## config.mk

```make
export PLATFORM = sky130hd
export DESIGN_NAME = extent_chain_read_mapper
export DESIGN_NICKNAME = d
export VERILOG_FILES = /design/src/sv/ecrm_pkg.sv /design/src/sv/ecrm_front.sv /design/src/sv/ecrm_fifo.sv /design/src/sv/ecrm_back.sv /design/src/sv/extent_chain_read_mapper.sv
export SDC_FILE = /design/constraint.sdc
export NUM_CORES = 2
export LEC_CHECK = 0
export ABC_AREA = 1
export BUFFER_PORTS_ARGS = -buffer_cell sky130_fd_sc_hd__buf_2
export CELL_PAD_IN_SITES_DETAIL_PLACEMENT = 1
export CELL_PAD_IN_SITES_GLOBAL_PLACEMENT = 2
export CORE_ASPECT_RATIO = 0.5
export CORE_UTILIZATION = 44
export CTS_BUF_LIST = sky130_fd_sc_hd__clkbuf_8
export DETAILED_ROUTE_END_ITERATION = 10
export PLACE_DENSITY_LB_ADDON = 0.1
export REMOVE_ABC_BUFFERS = 1
export SKIP_CTS_REPAIR_TIMING = 1
export SYNTH_ARGS = -nofsm -noshare
export SYNTH_HDL_FRONTEND = slang
export SYNTH_HIERARCHICAL = 1
export SYNTH_SLANG_ARGS = --single-unit
```

## constraint.sdc

```tcl
create_clock -name i_clk -period 20.3 [get_ports i_clk]
set_input_delay 2.03 -clock i_clk [delete_from_list [all_inputs] [get_ports i_clk]]
set_output_delay 2.03 -clock i_clk [all_outputs]
set_load 0.02 [all_outputs]
```

## src/sv/ecrm_pkg.sv

```systemverilog
// Shared types, codes and constants of the extent chain read mapper.
package ecrm_pkg;

    localparam int MAX_SLOTS_DEF = 16;
    localparam int RESULT_CAP    = 16;
    localparam int RUN_CW        = $clog2(RESULT_CAP + 1);
    localparam int Q_DEPTH       = 2;
    localparam int QAW           = (Q_DEPTH > 1) ? $clog2(Q_DEPTH) : 1;
    localparam int QCW           = $clog2(Q_DEPTH + 1);

    localparam logic [1:0] OP_CLEAR  = 2'd0;
    localparam logic [1:0] OP_APPEND = 2'd1;
    localparam logic [1:0] OP_MAP    = 2'd2;
    localparam logic [1:0] OP_DIRECT = 2'd3;

    localparam logic [1:0] ST_OK     = 2'd0;
    localparam logic [1:0] ST_FULL   = 2'd1;
    localparam logic [1:0] ST_NODATA = 2'd2;

    typedef enum logic [2:0] {
        K_CLEAR  = 3'd0,
        K_APPEND = 3'd1,
        K_MAP    = 3'd2,
        K_DIRECT = 3'd3,
        K_NODATA = 3'd4
    } t_kind;

    typedef struct packed {
        t_kind       kind;
        logic [31:0] lba;
        logic [31:0] size;
        logic [31:0] offset;
        logic [31:0] length;
    } t_cmd;

    typedef struct packed {
        logic full;
        logic empty;
    } t_q_stat;

endpackage

```

## src/sv/ecrm_front.sv

```systemverilog
// Front stage: registers an input word and classifies it into a command.
module ecrm_front import ecrm_pkg::*; (
    input  logic        i_clk,
    input  logic        i_rst_n,
    input  logic        i_valid,
    output logic        o_stall,
    input  logic [1:0]  i_opcode,
    input  logic [31:0] i_extent_lba,
    input  logic [31:0] i_extent_size,
    input  logic [31:0] i_offset,
    input  logic [31:0] i_length,
    input  t_q_stat     i_q_stat,
    output logic        o_push,
    output t_cmd        o_cmd
);

    logic  r_valid;
    t_cmd  r_cmd;
    t_kind kind;
    logic  accept;

    assign o_stall = r_valid && i_q_stat.full;
    assign accept  = i_valid && !o_stall;
    assign o_push  = r_valid && !i_q_stat.full;
    assign o_cmd   = r_cmd;

    // a read that asks for no bytes needs no walk
    always_comb begin
        case (i_opcode)
            OP_CLEAR:  kind = K_CLEAR;
            OP_APPEND: kind = K_APPEND;
            OP_MAP:    kind = (i_length == 32'd0) ? K_NODATA : K_MAP;
            OP_DIRECT: kind = (i_length == 32'd0) ? K_NODATA : K_DIRECT;
            default:   kind = K_NODATA;
        endcase
    end

    always_ff @(posedge i_clk) begin
        if (!i_rst_n) begin
            r_valid <= 1'b0;
        end else if (accept) begin
            r_valid <= 1'b1;
        end else if (o_push) begin
            r_valid <= 1'b0;
        end
    end

    always_ff @(posedge i_clk) begin
        if (accept) begin
            r_cmd.kind   <= kind;
            r_cmd.lba    <= i_extent_lba;
            r_cmd.size   <= i_extent_size;
            r_cmd.offset <= i_offset;
            r_cmd.length <= i_length;
        end
    end

endmodule

```

## src/sv/ecrm_fifo.sv

```systemverilog
// Short command queue between the front stage and the walk engine.
module ecrm_fifo import ecrm_pkg::*; (
    input  logic    i_clk,
    input  logic    i_rst_n,
    input  logic    i_push,
    input  t_cmd    i_cmd,
    input  logic    i_pop,
    output t_cmd    o_cmd,
    output t_q_stat o_stat
);

    t_cmd             r_slot [Q_DEPTH];
    logic [QAW-1:0]   r_wr;
    logic [QAW-1:0]   r_rd;
    logic [QCW-1:0]   r_cnt;
    logic             do_push;
    logic             do_pop;

    assign o_stat.full  = (r_cnt == QCW'(Q_DEPTH));
    assign o_stat.empty = (r_cnt == '0);
    assign o_cmd        = r_slot[r_rd];
    assign do_push      = i_push && !o_stat.full;
    assign do_pop       = i_pop && !o_stat.empty;

    always_ff @(posedge i_clk) begin
        if (!i_rst_n) begin
            r_wr  <= '0;
            r_rd  <= '0;
            r_cnt <= '0;
        end else begin
            if (do_push) begin
                r_wr <= (r_wr == QAW'(Q_DEPTH - 1)) ? '0 : r_wr + QAW'(1);
            end
            if (do_pop) begin
                r_rd <= (r_rd == QAW'(Q_DEPTH - 1)) ? '0 : r_rd + QAW'(1);
            end
            case ({do_push, do_pop})
                2'b10:   r_cnt <= r_cnt + QCW'(1);
                2'b01:   r_cnt <= r_cnt - QCW'(1);
                default: r_cnt <= r_cnt;
            endcase
        end
    end

    always_ff @(posedge i_clk) begin
        if (do_push) begin
            r_slot[r_wr] <= i_cmd;
        end
    end

endmodule

```

## src/sv/ecrm_back.sv

```systemverilog
// Walk engine: holds the extent chain and turns commands into result words.
module ecrm_back import ecrm_pkg::*; #(
    parameter int MAX_EXTENT_SLOTS = MAX_SLOTS_DEF
) (
    input  logic        i_clk,
    input  logic        i_rst_n,
    input  t_cmd        i_q_cmd,
    input  t_q_stat     i_q_stat,
    output logic        o_pop,
    output logic        o_valid,
    input  logic        i_stall,
    output logic [31:0] o_run_lba,
    output logic [31:0] o_run_offset,
    output logic [31:0] o_run_length,
    output logic        o_last,
    output logic [1:0]  o_status
);

    localparam int AW = (MAX_EXTENT_SLOTS > 1) ? $clog2(MAX_EXTENT_SLOTS) : 1;
    localparam int CW = $clog2(MAX_EXTENT_SLOTS + 1);
    localparam logic [CW-1:0] SLOTS = CW'(MAX_EXTENT_SLOTS);

    typedef enum logic [4:0] {
        S_IDLE   = 5'b00001,
        S_CALC   = 5'b00010,
        S_EVAL   = 5'b00100,
        S_ACT    = 5'b01000,
        S_FINISH = 5'b10000
    } t_state;

    t_state      r_state, n_state;
    logic [CW-1:0]     r_count, n_count;
    logic [CW-1:0]     r_idx, n_idx;
    logic [31:0] r_logical, n_logical;
    logic [31:0] r_offset, n_offset;
    logic [31:0] r_remain, n_remain;
    logic [31:0] r_end, n_end;
    logic [31:0] r_within, n_within;
    logic        r_hit, n_hit;
    logic [31:0] r_n, n_n;
    logic [RUN_CW-1:0] r_runs, n_runs;
    logic        r_pend_valid, n_pend_valid;
    logic [31:0] r_pend_lba, n_pend_lba;
    logic [31:0] r_pend_off, n_pend_off;
    logic [31:0] r_pend_len, n_pend_len;
    logic        r_out_valid, n_out_valid;
    logic [31:0] r_out_lba, n_out_lba;
    logic [31:0] r_out_off, n_out_off;
    logic [31:0] r_out_len, n_out_len;
    logic        r_out_last, n_out_last;
    logic [1:0]  r_out_status, n_out_status;

    logic [31:0] r_mem_lba  [MAX_EXTENT_SLOTS];
    logic [31:0] r_mem_size [MAX_EXTENT_SLOTS];
    logic [31:0] r_rd_lba;
    logic [31:0] r_rd_size;
    logic [AW-1:0] rd_addr;
    logic        mem_we;

    logic          out_free;
    logic [CW-1:0] idx_step;
    logic [31:0]   raw_n;
    logic [31:0]   rem_next;

    assign out_free = !r_out_valid || !i_stall;
    assign idx_step = r_idx + CW'(1);
    assign raw_n    = r_rd_size - r_within;

    assign o_valid      = r_out_valid;
    assign o_run_lba    = r_out_lba;
    assign o_run_offset = r_out_off;
    assign o_run_length = r_out_len;
    assign o_last       = r_out_last;
    assign o_status     = r_out_status;

    always_comb begin
        n_state      = r_state;
        n_count      = r_count;
        n_idx        = r_idx;
        n_logical    = r_logical;
        n_offset     = r_offset;
        n_remain     = r_remain;
        n_end        = r_end;
        n_within     = r_within;
        n_hit        = r_hit;
        n_n          = r_n;
        n_runs       = r_runs;
        n_pend_valid = r_pend_valid;
        n_pend_lba   = r_pend_lba;
        n_pend_off   = r_pend_off;
        n_pend_len   = r_pend_len;
        n_out_valid  = r_out_valid && i_stall;
        n_out_lba    = r_out_lba;
        n_out_off    = r_out_off;
        n_out_len    = r_out_len;
        n_out_last   = r_out_last;
        n_out_status = r_out_status;
        o_pop        = 1'b0;
        mem_we       = 1'b0;
        rem_next     = r_remain;
        rd_addr      = (r_idx < SLOTS) ? r_idx[AW-1:0] : '0;

        case (r_state)
            S_IDLE: begin
                rd_addr = '0;
                if (!i_q_stat.empty) begin
                    if (i_q_cmd.kind == K_MAP) begin
                        o_pop     = 1'b1;
                        n_idx     = '0;
                        n_logical = 32'd0;
                        n_offset  = i_q_cmd.offset;
                        n_remain  = i_q_cmd.length;
                        n_runs    = '0;
                        n_state   = (r_count == '0) ? S_FINISH : S_CALC;
                    end else if (out_free) begin
                        o_pop        = 1'b1;
                        n_out_valid  = 1'b1;
                        n_out_lba    = 32'd0;
                        n_out_off    = 32'd0;
                        n_out_len    = 32'd0;
                        n_out_last   = 1'b1;
                        n_out_status = ST_OK;
                        case (i_q_cmd.kind)
                            K_CLEAR: begin
                                n_count = '0;
                            end
                            K_APPEND: begin
                                if (r_count < SLOTS) begin
                                    mem_we  = 1'b1;
                                    n_count = r_count + CW'(1);
                                end else begin
                                    n_out_status = ST_FULL;
                                end
                            end
                            K_DIRECT: begin
                                n_out_lba = i_q_cmd.lba;
                                n_out_off = i_q_cmd.offset;
                                n_out_len = i_q_cmd.length;
                            end
                            default: begin
                                n_out_status = ST_NODATA;
                            end
                        endcase
                    end
                end
            end
            S_CALC: begin
                n_end    = r_logical + r_rd_size;
                n_within = (r_offset > r_logical) ? r_offset - r_logical : 32'd0;
                n_state  = S_EVAL;
            end
            S_EVAL: begin
                n_hit   = r_offset < r_end;
                n_n     = (raw_n > r_remain) ? r_remain : raw_n;
                n_state = S_ACT;
            end
            S_ACT: begin
                if (r_hit && (r_n == 32'd0 || r_runs >= RUN_CW'(RESULT_CAP))) begin
                    n_state = S_FINISH;
                end else if (r_hit && r_pend_valid && !out_free) begin
                    // hold the current extent on the read port while waiting
                    n_state = S_ACT;
                end else begin
                    // prefetch the next extent while deciding on this one
                    rd_addr = (idx_step < SLOTS) ? idx_step[AW-1:0] : '0;
                    if (r_hit) begin
                        // the held run is not the last one: release it
                        if (r_pend_valid) begin
                            n_out_valid  = 1'b1;
                            n_out_lba    = r_pend_lba;
                            n_out_off    = r_pend_off;
                            n_out_len    = r_pend_len;
                            n_out_last   = 1'b0;
                            n_out_status = ST_OK;
                        end
                        n_pend_valid = 1'b1;
                        n_pend_lba   = r_rd_lba;
                        n_pend_off   = r_within;
                        n_pend_len   = r_n;
                        n_runs       = r_runs + RUN_CW'(1);
                        rem_next     = r_remain - r_n;
                        n_offset     = r_offset + r_n;
                    end
                    n_remain  = rem_next;
                    n_logical = r_end;
                    n_idx     = idx_step;
                    n_state   = (idx_step < r_count && rem_next != 32'd0) ? S_CALC : S_FINISH;
                end
            end
            S_FINISH: begin
                if (out_free) begin
                    n_out_valid = 1'b1;
                    n_out_last  = 1'b1;
                    if (r_pend_valid) begin
                        n_out_lba    = r_pend_lba;
                        n_out_off    = r_pend_off;
                        n_out_len    = r_pend_len;
                        n_out_status = ST_OK;
                    end else begin
                        n_out_lba    = 32'd0;
                        n_out_off    = 32'd0;
                        n_out_len    = 32'd0;
                        n_out_status = ST_NODATA;
                    end
                    n_pend_valid = 1'b0;
                    n_state      = S_IDLE;
                end
            end
            default: begin
                n_state = S_IDLE;
            end
        endcase
    end

    always_ff @(posedge i_clk) begin
        if (!i_rst_n) begin
            r_state      <= S_IDLE;
            r_count      <= '0;
            r_runs       <= '0;
            r_pend_valid <= 1'b0;
            r_out_valid  <= 1'b0;
        end else begin
            r_state      <= n_state;
            r_count      <= n_count;
            r_runs       <= n_runs;
            r_pend_valid <= n_pend_valid;
            r_out_valid  <= n_out_valid;
        end
    end

    always_ff @(posedge i_clk) begin
        r_idx        <= n_idx;
        r_logical    <= n_logical;
        r_offset     <= n_offset;
        r_remain     <= n_remain;
        r_end        <= n_end;
        r_within     <= n_within;
        r_hit        <= n_hit;
        r_n          <= n_n;
        r_pend_lba   <= n_pend_lba;
        r_pend_off   <= n_pend_off;
        r_pend_len   <= n_pend_len;
        r_out_lba    <= n_out_lba;
        r_out_off    <= n_out_off;
        r_out_len    <= n_out_len;
        r_out_last   <= n_out_last;
        r_out_status <= n_out_status;
    end

    always_ff @(posedge i_clk) begin
        if (mem_we) begin
            r_mem_lba[r_count[AW-1:0]]  <= i_q_cmd.lba;
            r_mem_size[r_count[AW-1:0]] <= i_q_cmd.size;
        end
        r_rd_lba  <= r_mem_lba[rd_addr];
        r_rd_size <= r_mem_size[rd_addr];
    end

`ifndef SYNTH
    a_count_range: assert property (@(posedge i_clk) disable iff (!i_rst_n)
        r_count <= SLOTS)
        else $error("extent count beyond slot count");

    a_runs_cap: assert property (@(posedge i_clk) disable iff (!i_rst_n)
        r_runs <= RUN_CW'(RESULT_CAP))
        else $error("run count beyond cap");

    a_idle_no_pend: assert property (@(posedge i_clk) disable iff (!i_rst_n)
        (r_state == S_IDLE) |-> !r_pend_valid)
        else $error("held run left over after a walk");

    a_nodata_shape: assert property (@(posedge i_clk) disable iff (!i_rst_n)
        (o_valid && o_status == ST_NODATA) |-> (o_last && o_run_length == 32'd0))
        else $error("empty result not final or not zero length");

    a_pop_idle: assert property (@(posedge i_clk) disable iff (!i_rst_n)
        o_pop |-> (r_state == S_IDLE && !i_q_stat.empty))
        else $error("queue popped outside idle or while empty");
`endif

endmodule

```

## src/sv/extent_chain_read_mapper.sv

```systemverilog
// Top level of the extent chain read mapper: front stage, command queue, walk engine.
//
//  channel   direction  handshake          payload
//  input     in         i_valid/o_stall    i_opcode i_extent_lba i_extent_size i_offset i_length
//  result    out        o_valid/i_stall    o_run_lba o_run_offset o_run_length o_last o_status
//
// Clear, append and direct read go straight through the walk engine, one word out.
// A map read walks the chain extent by extent; the walk engine spends three steps
// per extent (sum, compare and clamp, update) on one chain memory port.
// A word waits in the front register and a two-deep queue before the walk engine.
// Reset is synchronous and active low; it empties the chain and the queue.
// A stall on the result side holds the walk; the input side keeps filling the queue.
module extent_chain_read_mapper import ecrm_pkg::*; #(
    parameter int MAX_EXTENT_SLOTS = MAX_SLOTS_DEF
) (
    input  logic        i_clk,
    input  logic        i_rst_n,
    input  logic        i_valid,
    output logic        o_stall,
    input  logic [1:0]  i_opcode,
    input  logic [31:0] i_extent_lba,
    input  logic [31:0] i_extent_size,
    input  logic [31:0] i_offset,
    input  logic [31:0] i_length,
    output logic        o_valid,
    input  logic        i_stall,
    output logic [31:0] o_run_lba,
    output logic [31:0] o_run_offset,
    output logic [31:0] o_run_length,
    output logic        o_last,
    output logic [1:0]  o_status
);

    t_q_stat q_stat;
    t_cmd    push_cmd;
    t_cmd    q_cmd;
    logic    push;
    logic    pop;

    ecrm_front u_front (
        .i_clk         (i_clk),
        .i_rst_n       (i_rst_n),
        .i_valid       (i_valid),
        .o_stall       (o_stall),
        .i_opcode      (i_opcode),
        .i_extent_lba  (i_extent_lba),
        .i_extent_size (i_extent_size),
        .i_offset      (i_offset),
        .i_length      (i_length),
        .i_q_stat      (q_stat),
        .o_push        (push),
        .o_cmd         (push_cmd)
    );

    ecrm_fifo u_fifo (
        .i_clk   (i_clk),
        .i_rst_n (i_rst_n),
        .i_push  (push),
        .i_cmd   (push_cmd),
        .i_pop   (pop),
        .o_cmd   (q_cmd),
        .o_stat  (q_stat)
    );

    ecrm_back #(
        .MAX_EXTENT_SLOTS (MAX_EXTENT_SLOTS)
    ) u_back (
        .i_clk        (i_clk),
        .i_rst_n      (i_rst_n),
        .i_q_cmd      (q_cmd),
        .i_q_stat     (q_stat),
        .o_pop        (pop),
        .o_valid      (o_valid),
        .i_stall      (i_stall),
        .o_run_lba    (o_run_lba),
        .o_run_offset (o_run_offset),
        .o_run_length (o_run_length),
        .o_last       (o_last),
        .o_status     (o_status)
    );

endmodule

```

==> impl_metrics.yaml <==
status:
  run_status: "finished clean"
synthesis:
  yosys-top-cells-area: "sky130_fd_sc_hd__edfxtp_1 63%, sky130_fd_sc_hd__nand2_1 9.5%, sky130_fd_sc_hd__nand3_1 6.2%, sky130_fd_sc_hd__inv_1 3.6%, sky130_fd_sc_hd__ha_1 3.4%"
  synth_enable_flop_cells: 1810
  synth-async-reset-ratio: 0
  synth_top_cell_by_area: "sky130_fd_sc_hd__edfxtp_1"
  syn_area_per_cell_sq_um: 11.0
  synthDominantCellAreaShare: 0.634
  postSynthRegisterBits: 1897
  netlist_area_before_placement_sq_um: 85700
  yosys_warnings: 6
  synth_top_flop_cell: "sky130_fd_sc_hd__edfxtp_1"
  synth-seq-area-share: 0.655
  postSynthCellCount: 7802
  ys_types: 62
clocking:
  clk-insertion-delay-late_ps: 950
  worst_setup_hold_path_clk_slew_ps: 70
  number_of_buffers_added_by_the_clock_tree_synthesis_step: 291
  tritoncts_num_sinks: 1897
  cts.path.max_buffers: 4
  htree_num_levels: 5
  cts_root_buf: "sky130_fd_sc_hd__clkbuf_8"
  cts_tree: "yes"
final_layout:
  nNetsFinal: 8453
  instances_no_fill: 10900
  area_of_combinational_cells_with_multiple_inputs_sq_um: 24900
  utilization: 0.488
  fill_cells: 20900
  layout.cells.most_common: "sky130_fd_sc_hd__nand2_1"
  layout.cells.most_common_list: "2,162 x sky130_fd_sc_hd__nand2_1, 1,810 x sky130_fd_sc_hd__edfxtp_1, 1,063 x sky130_fd_sc_hd__nand3_1"
  syn_to_final_growth_pct: 10.2
  regArea_sq_um: 56100
  final_layout_size_suffix_gt1_frac: 0.104
detailed_routing:
  detail_route.iter0.violations: 3961
  final_antenna_net_count: 0
  dr.pass1.iters: 6
  totalWireLength_microns: 255000
  vias: 58400
  post_drt_wl_per_cell_microns: 23.4
  route.detailed.vias_per_inst: 5.36
  drc_errors: 0
pwr:
  power_per_cell_area_nw_per_um2: 134
  p_leak_nw: 38.4
  vdd_drop_max_mv: 0.125
worst_hold_path:
  min_path_type: "register to register"
  min-delay-start: "u_back/r_rd_lba[16]"
  holdPathEnd: "u_back/r_pend_lba[16]"
  hold-path-cell-count: 0
grt:
  grt_antenna_before_repair: 4
  globalRouteTotalUtil: 0.257
  global_route.overflow_total: 0
  grt_pass1_vias: 60100
  grt_max_degree: 124
  grt_pass1_wl_microns: 380000
setup_path:
  critical_path.max_stage_delay_ps: 940
  critical_path.most_common_cell: "sky130_fd_sc_hd__nand2_1"
  critPathBufInv: 4
  crit_required_ps: 21180
  reg2reg_slack_ps: 13610
  data_arrival_time_at_the_worst_slack_endpoint_ps: 7570
  timing.critical_path.slowest_stage_cell: "sky130_fd_sc_hd__buf_4"
  path_max_fanout: 123
  worstRegToRegCells: 17
  timing.critical_path.max_delay_family: "buffers and inverters"
  cp-end-kind: "register"
  critPathKind: "register to register"
  critical_path_startpoint: "u_back/r_n[7]"
  timing.critical_path.cells: "nor4_1, nand4_1, o21bai_2, nand2_2, nand2_1, o211ai_4, buf_4, nand2_8, buf_4, buf_4, buf_4, nand2_1, nand2_1, nand2_1, nand3_1, nand3_1, nand2_1"
  critPathLaunchType: "register"
  worstReg2RegStart: "u_back/r_n[7]"
  worstReg2RegEnd: "u_back/r_rd_size[8]"
floorplan:
  die-width_microns: 626
  core-area_sq_um: 193000
  dieArea_sq_um: 197000
  placement_row_count: 114
  io_pins: 235
  die_extent_in_y_microns: 314
  floorplan.initialDensity: 0.443
timing:
  hold_viol_final: 0
  fin_skew_ps: 99.0
  unrepaired_setup_endpoints_after_global_routing: "no"
  max_freq_mhz: 150
  post-route-min-period_ps: 6690
  tightest_slew_ps: 1180
  final.period_utilization: 0.329
  setup_viol_count_final: 0
  timing_max_transition_violations_final: 0
  worst_slew_margin_rel: 0.213
flow_run:
  cap_violations: 0
placement:
  place_congestion: 0.824
  place.port_buffers: 234
  placed_cells: 10400
  detailed_place_hpwl_microns: 151000
area by class of cell:
| cell class | instances | share of cell area |
|---|---|---|
| Clock buffer | 319 | 0.0465 |
| Multi-Input combinational cell | 4743 | 0.264 |
| Inverter | 826 | 0.0330 |
| Antenna cell | 1 | 0.0000265 |
| Tap cell | 2610 | 0.0346 |
| Timing Repair Buffer | 325 | 0.0198 |
| Clock inverter | 181 | 0.00795 |
| Sequential cell | 1897 | 0.594 |
report_power, final:
part | internal, mW | leakage [nW] | switching, mW | total, mW
Clock | 1.45 | 3.05 | 1.52 | 2.97
Combinational | 1.41 | 18.1 | 3.09 | 4.50
Sequential | 4.86 | 17.2 | 0.280 | 5.14
Total | 7.72 | 38.4 | 4.89 | 12.6
Yosys cell counts, types with 26 or more instances:
| library cell | number |
|---|---|
| sky130_fd_sc_hd__xor2_1 | 66 |
| sky130_fd_sc_hd__mux2_2 | 41 |
| sky130_fd_sc_hd__a21oi_1 | 210 |
| sky130_fd_sc_hd__nand4_1 | 35 |
| sky130_fd_sc_hd__nand2_1 | 2164 |
| sky130_fd_sc_hd__xnor2_1 | 37 |
| sky130_fd_sc_hd__clkbuf_1 | 94 |
| sky130_fd_sc_hd__ha_1 | 230 |
| sky130_fd_sc_hd__buf_4 | 34 |
| sky130_fd_sc_hd__nand3_1 | 1063 |
| sky130_fd_sc_hd__nor3_1 | 36 |
| sky130_fd_sc_hd__inv_1 | 822 |
| sky130_fd_sc_hd__buf_2 | 163 |
| sky130_fd_sc_hd__mux2_4 | 90 |
| sky130_fd_sc_hd__buf_6 | 26 |
| sky130_fd_sc_hd__nor2_1 | 286 |
| sky130_fd_sc_hd__o22ai_1 | 102 |
| sky130_fd_sc_hd__dfxtp_1 | 87 |
| sky130_fd_sc_hd__edfxtp_1 | 1810 |
| sky130_fd_sc_hd__o21ai_0 | 175 |
state kept, by name (all words and copies together) (netlist names), 131 cells and up, named ones only:
register	flops
u_fifo/r_slot	262
u_front/o_cmd	131
u_back/r_mem_size	512
u_back/r_mem_lba	512
cells by family after synthesis:
kind of cell | share of synthesized area
flops | 0.655
mux | 0.0212
xor+xnor | 0.0107
compound gates | 0.0428
simple gates | 0.179
buf+inv | 0.0572
fa+ha+maj | 0.0348
metrics by stage:
step / hold WS, ps / power (mW) / worst slack [ps] / area (sq um) / setup TNS (ps)
6_report: 393 / 12.6 / 13610 / 94400 / 0
5_1_grt: 408 / 13.4 / 13130 / 94400 / 0
4_1_cts: 395 / 12.7 / 13530 / 94400 / 0
3_5_place_dp: 390 / 9.73 / 12810 / 89200 / 0
3_3_place_gp: 386 / 9.67 / 12870 / 89200 / 0
2_1_floorplan: 386 / 8.33 / -1540 / 83900 / -150720
how the worst max path moves through the flow:
stage,end,slack [ps],depth (start not counted)
after global routing,u_back/r_rd_lba[2],13130,17
after floorplan,u_back/o_run_lba[0],-1540,7
final,u_back/r_rd_size[8],13610,17
after detailed placement,u_back/r_rd_lba[4],12810,18
after global placement,u_back/r_rd_size[8],12870,19
after CTS,u_back/r_rd_size[8],13530,17
per-layer routing:
layer	up-vias	share of wire	GRT usage
met2	1252	0.47	0.428
met5	-	0.0012	0
li1	27400	-	-
met4	2	0.022	0.0625
met1	29400	0.46	0.361
met3	347	0.041	0.0311
Power figures use the tool's default switching activity.
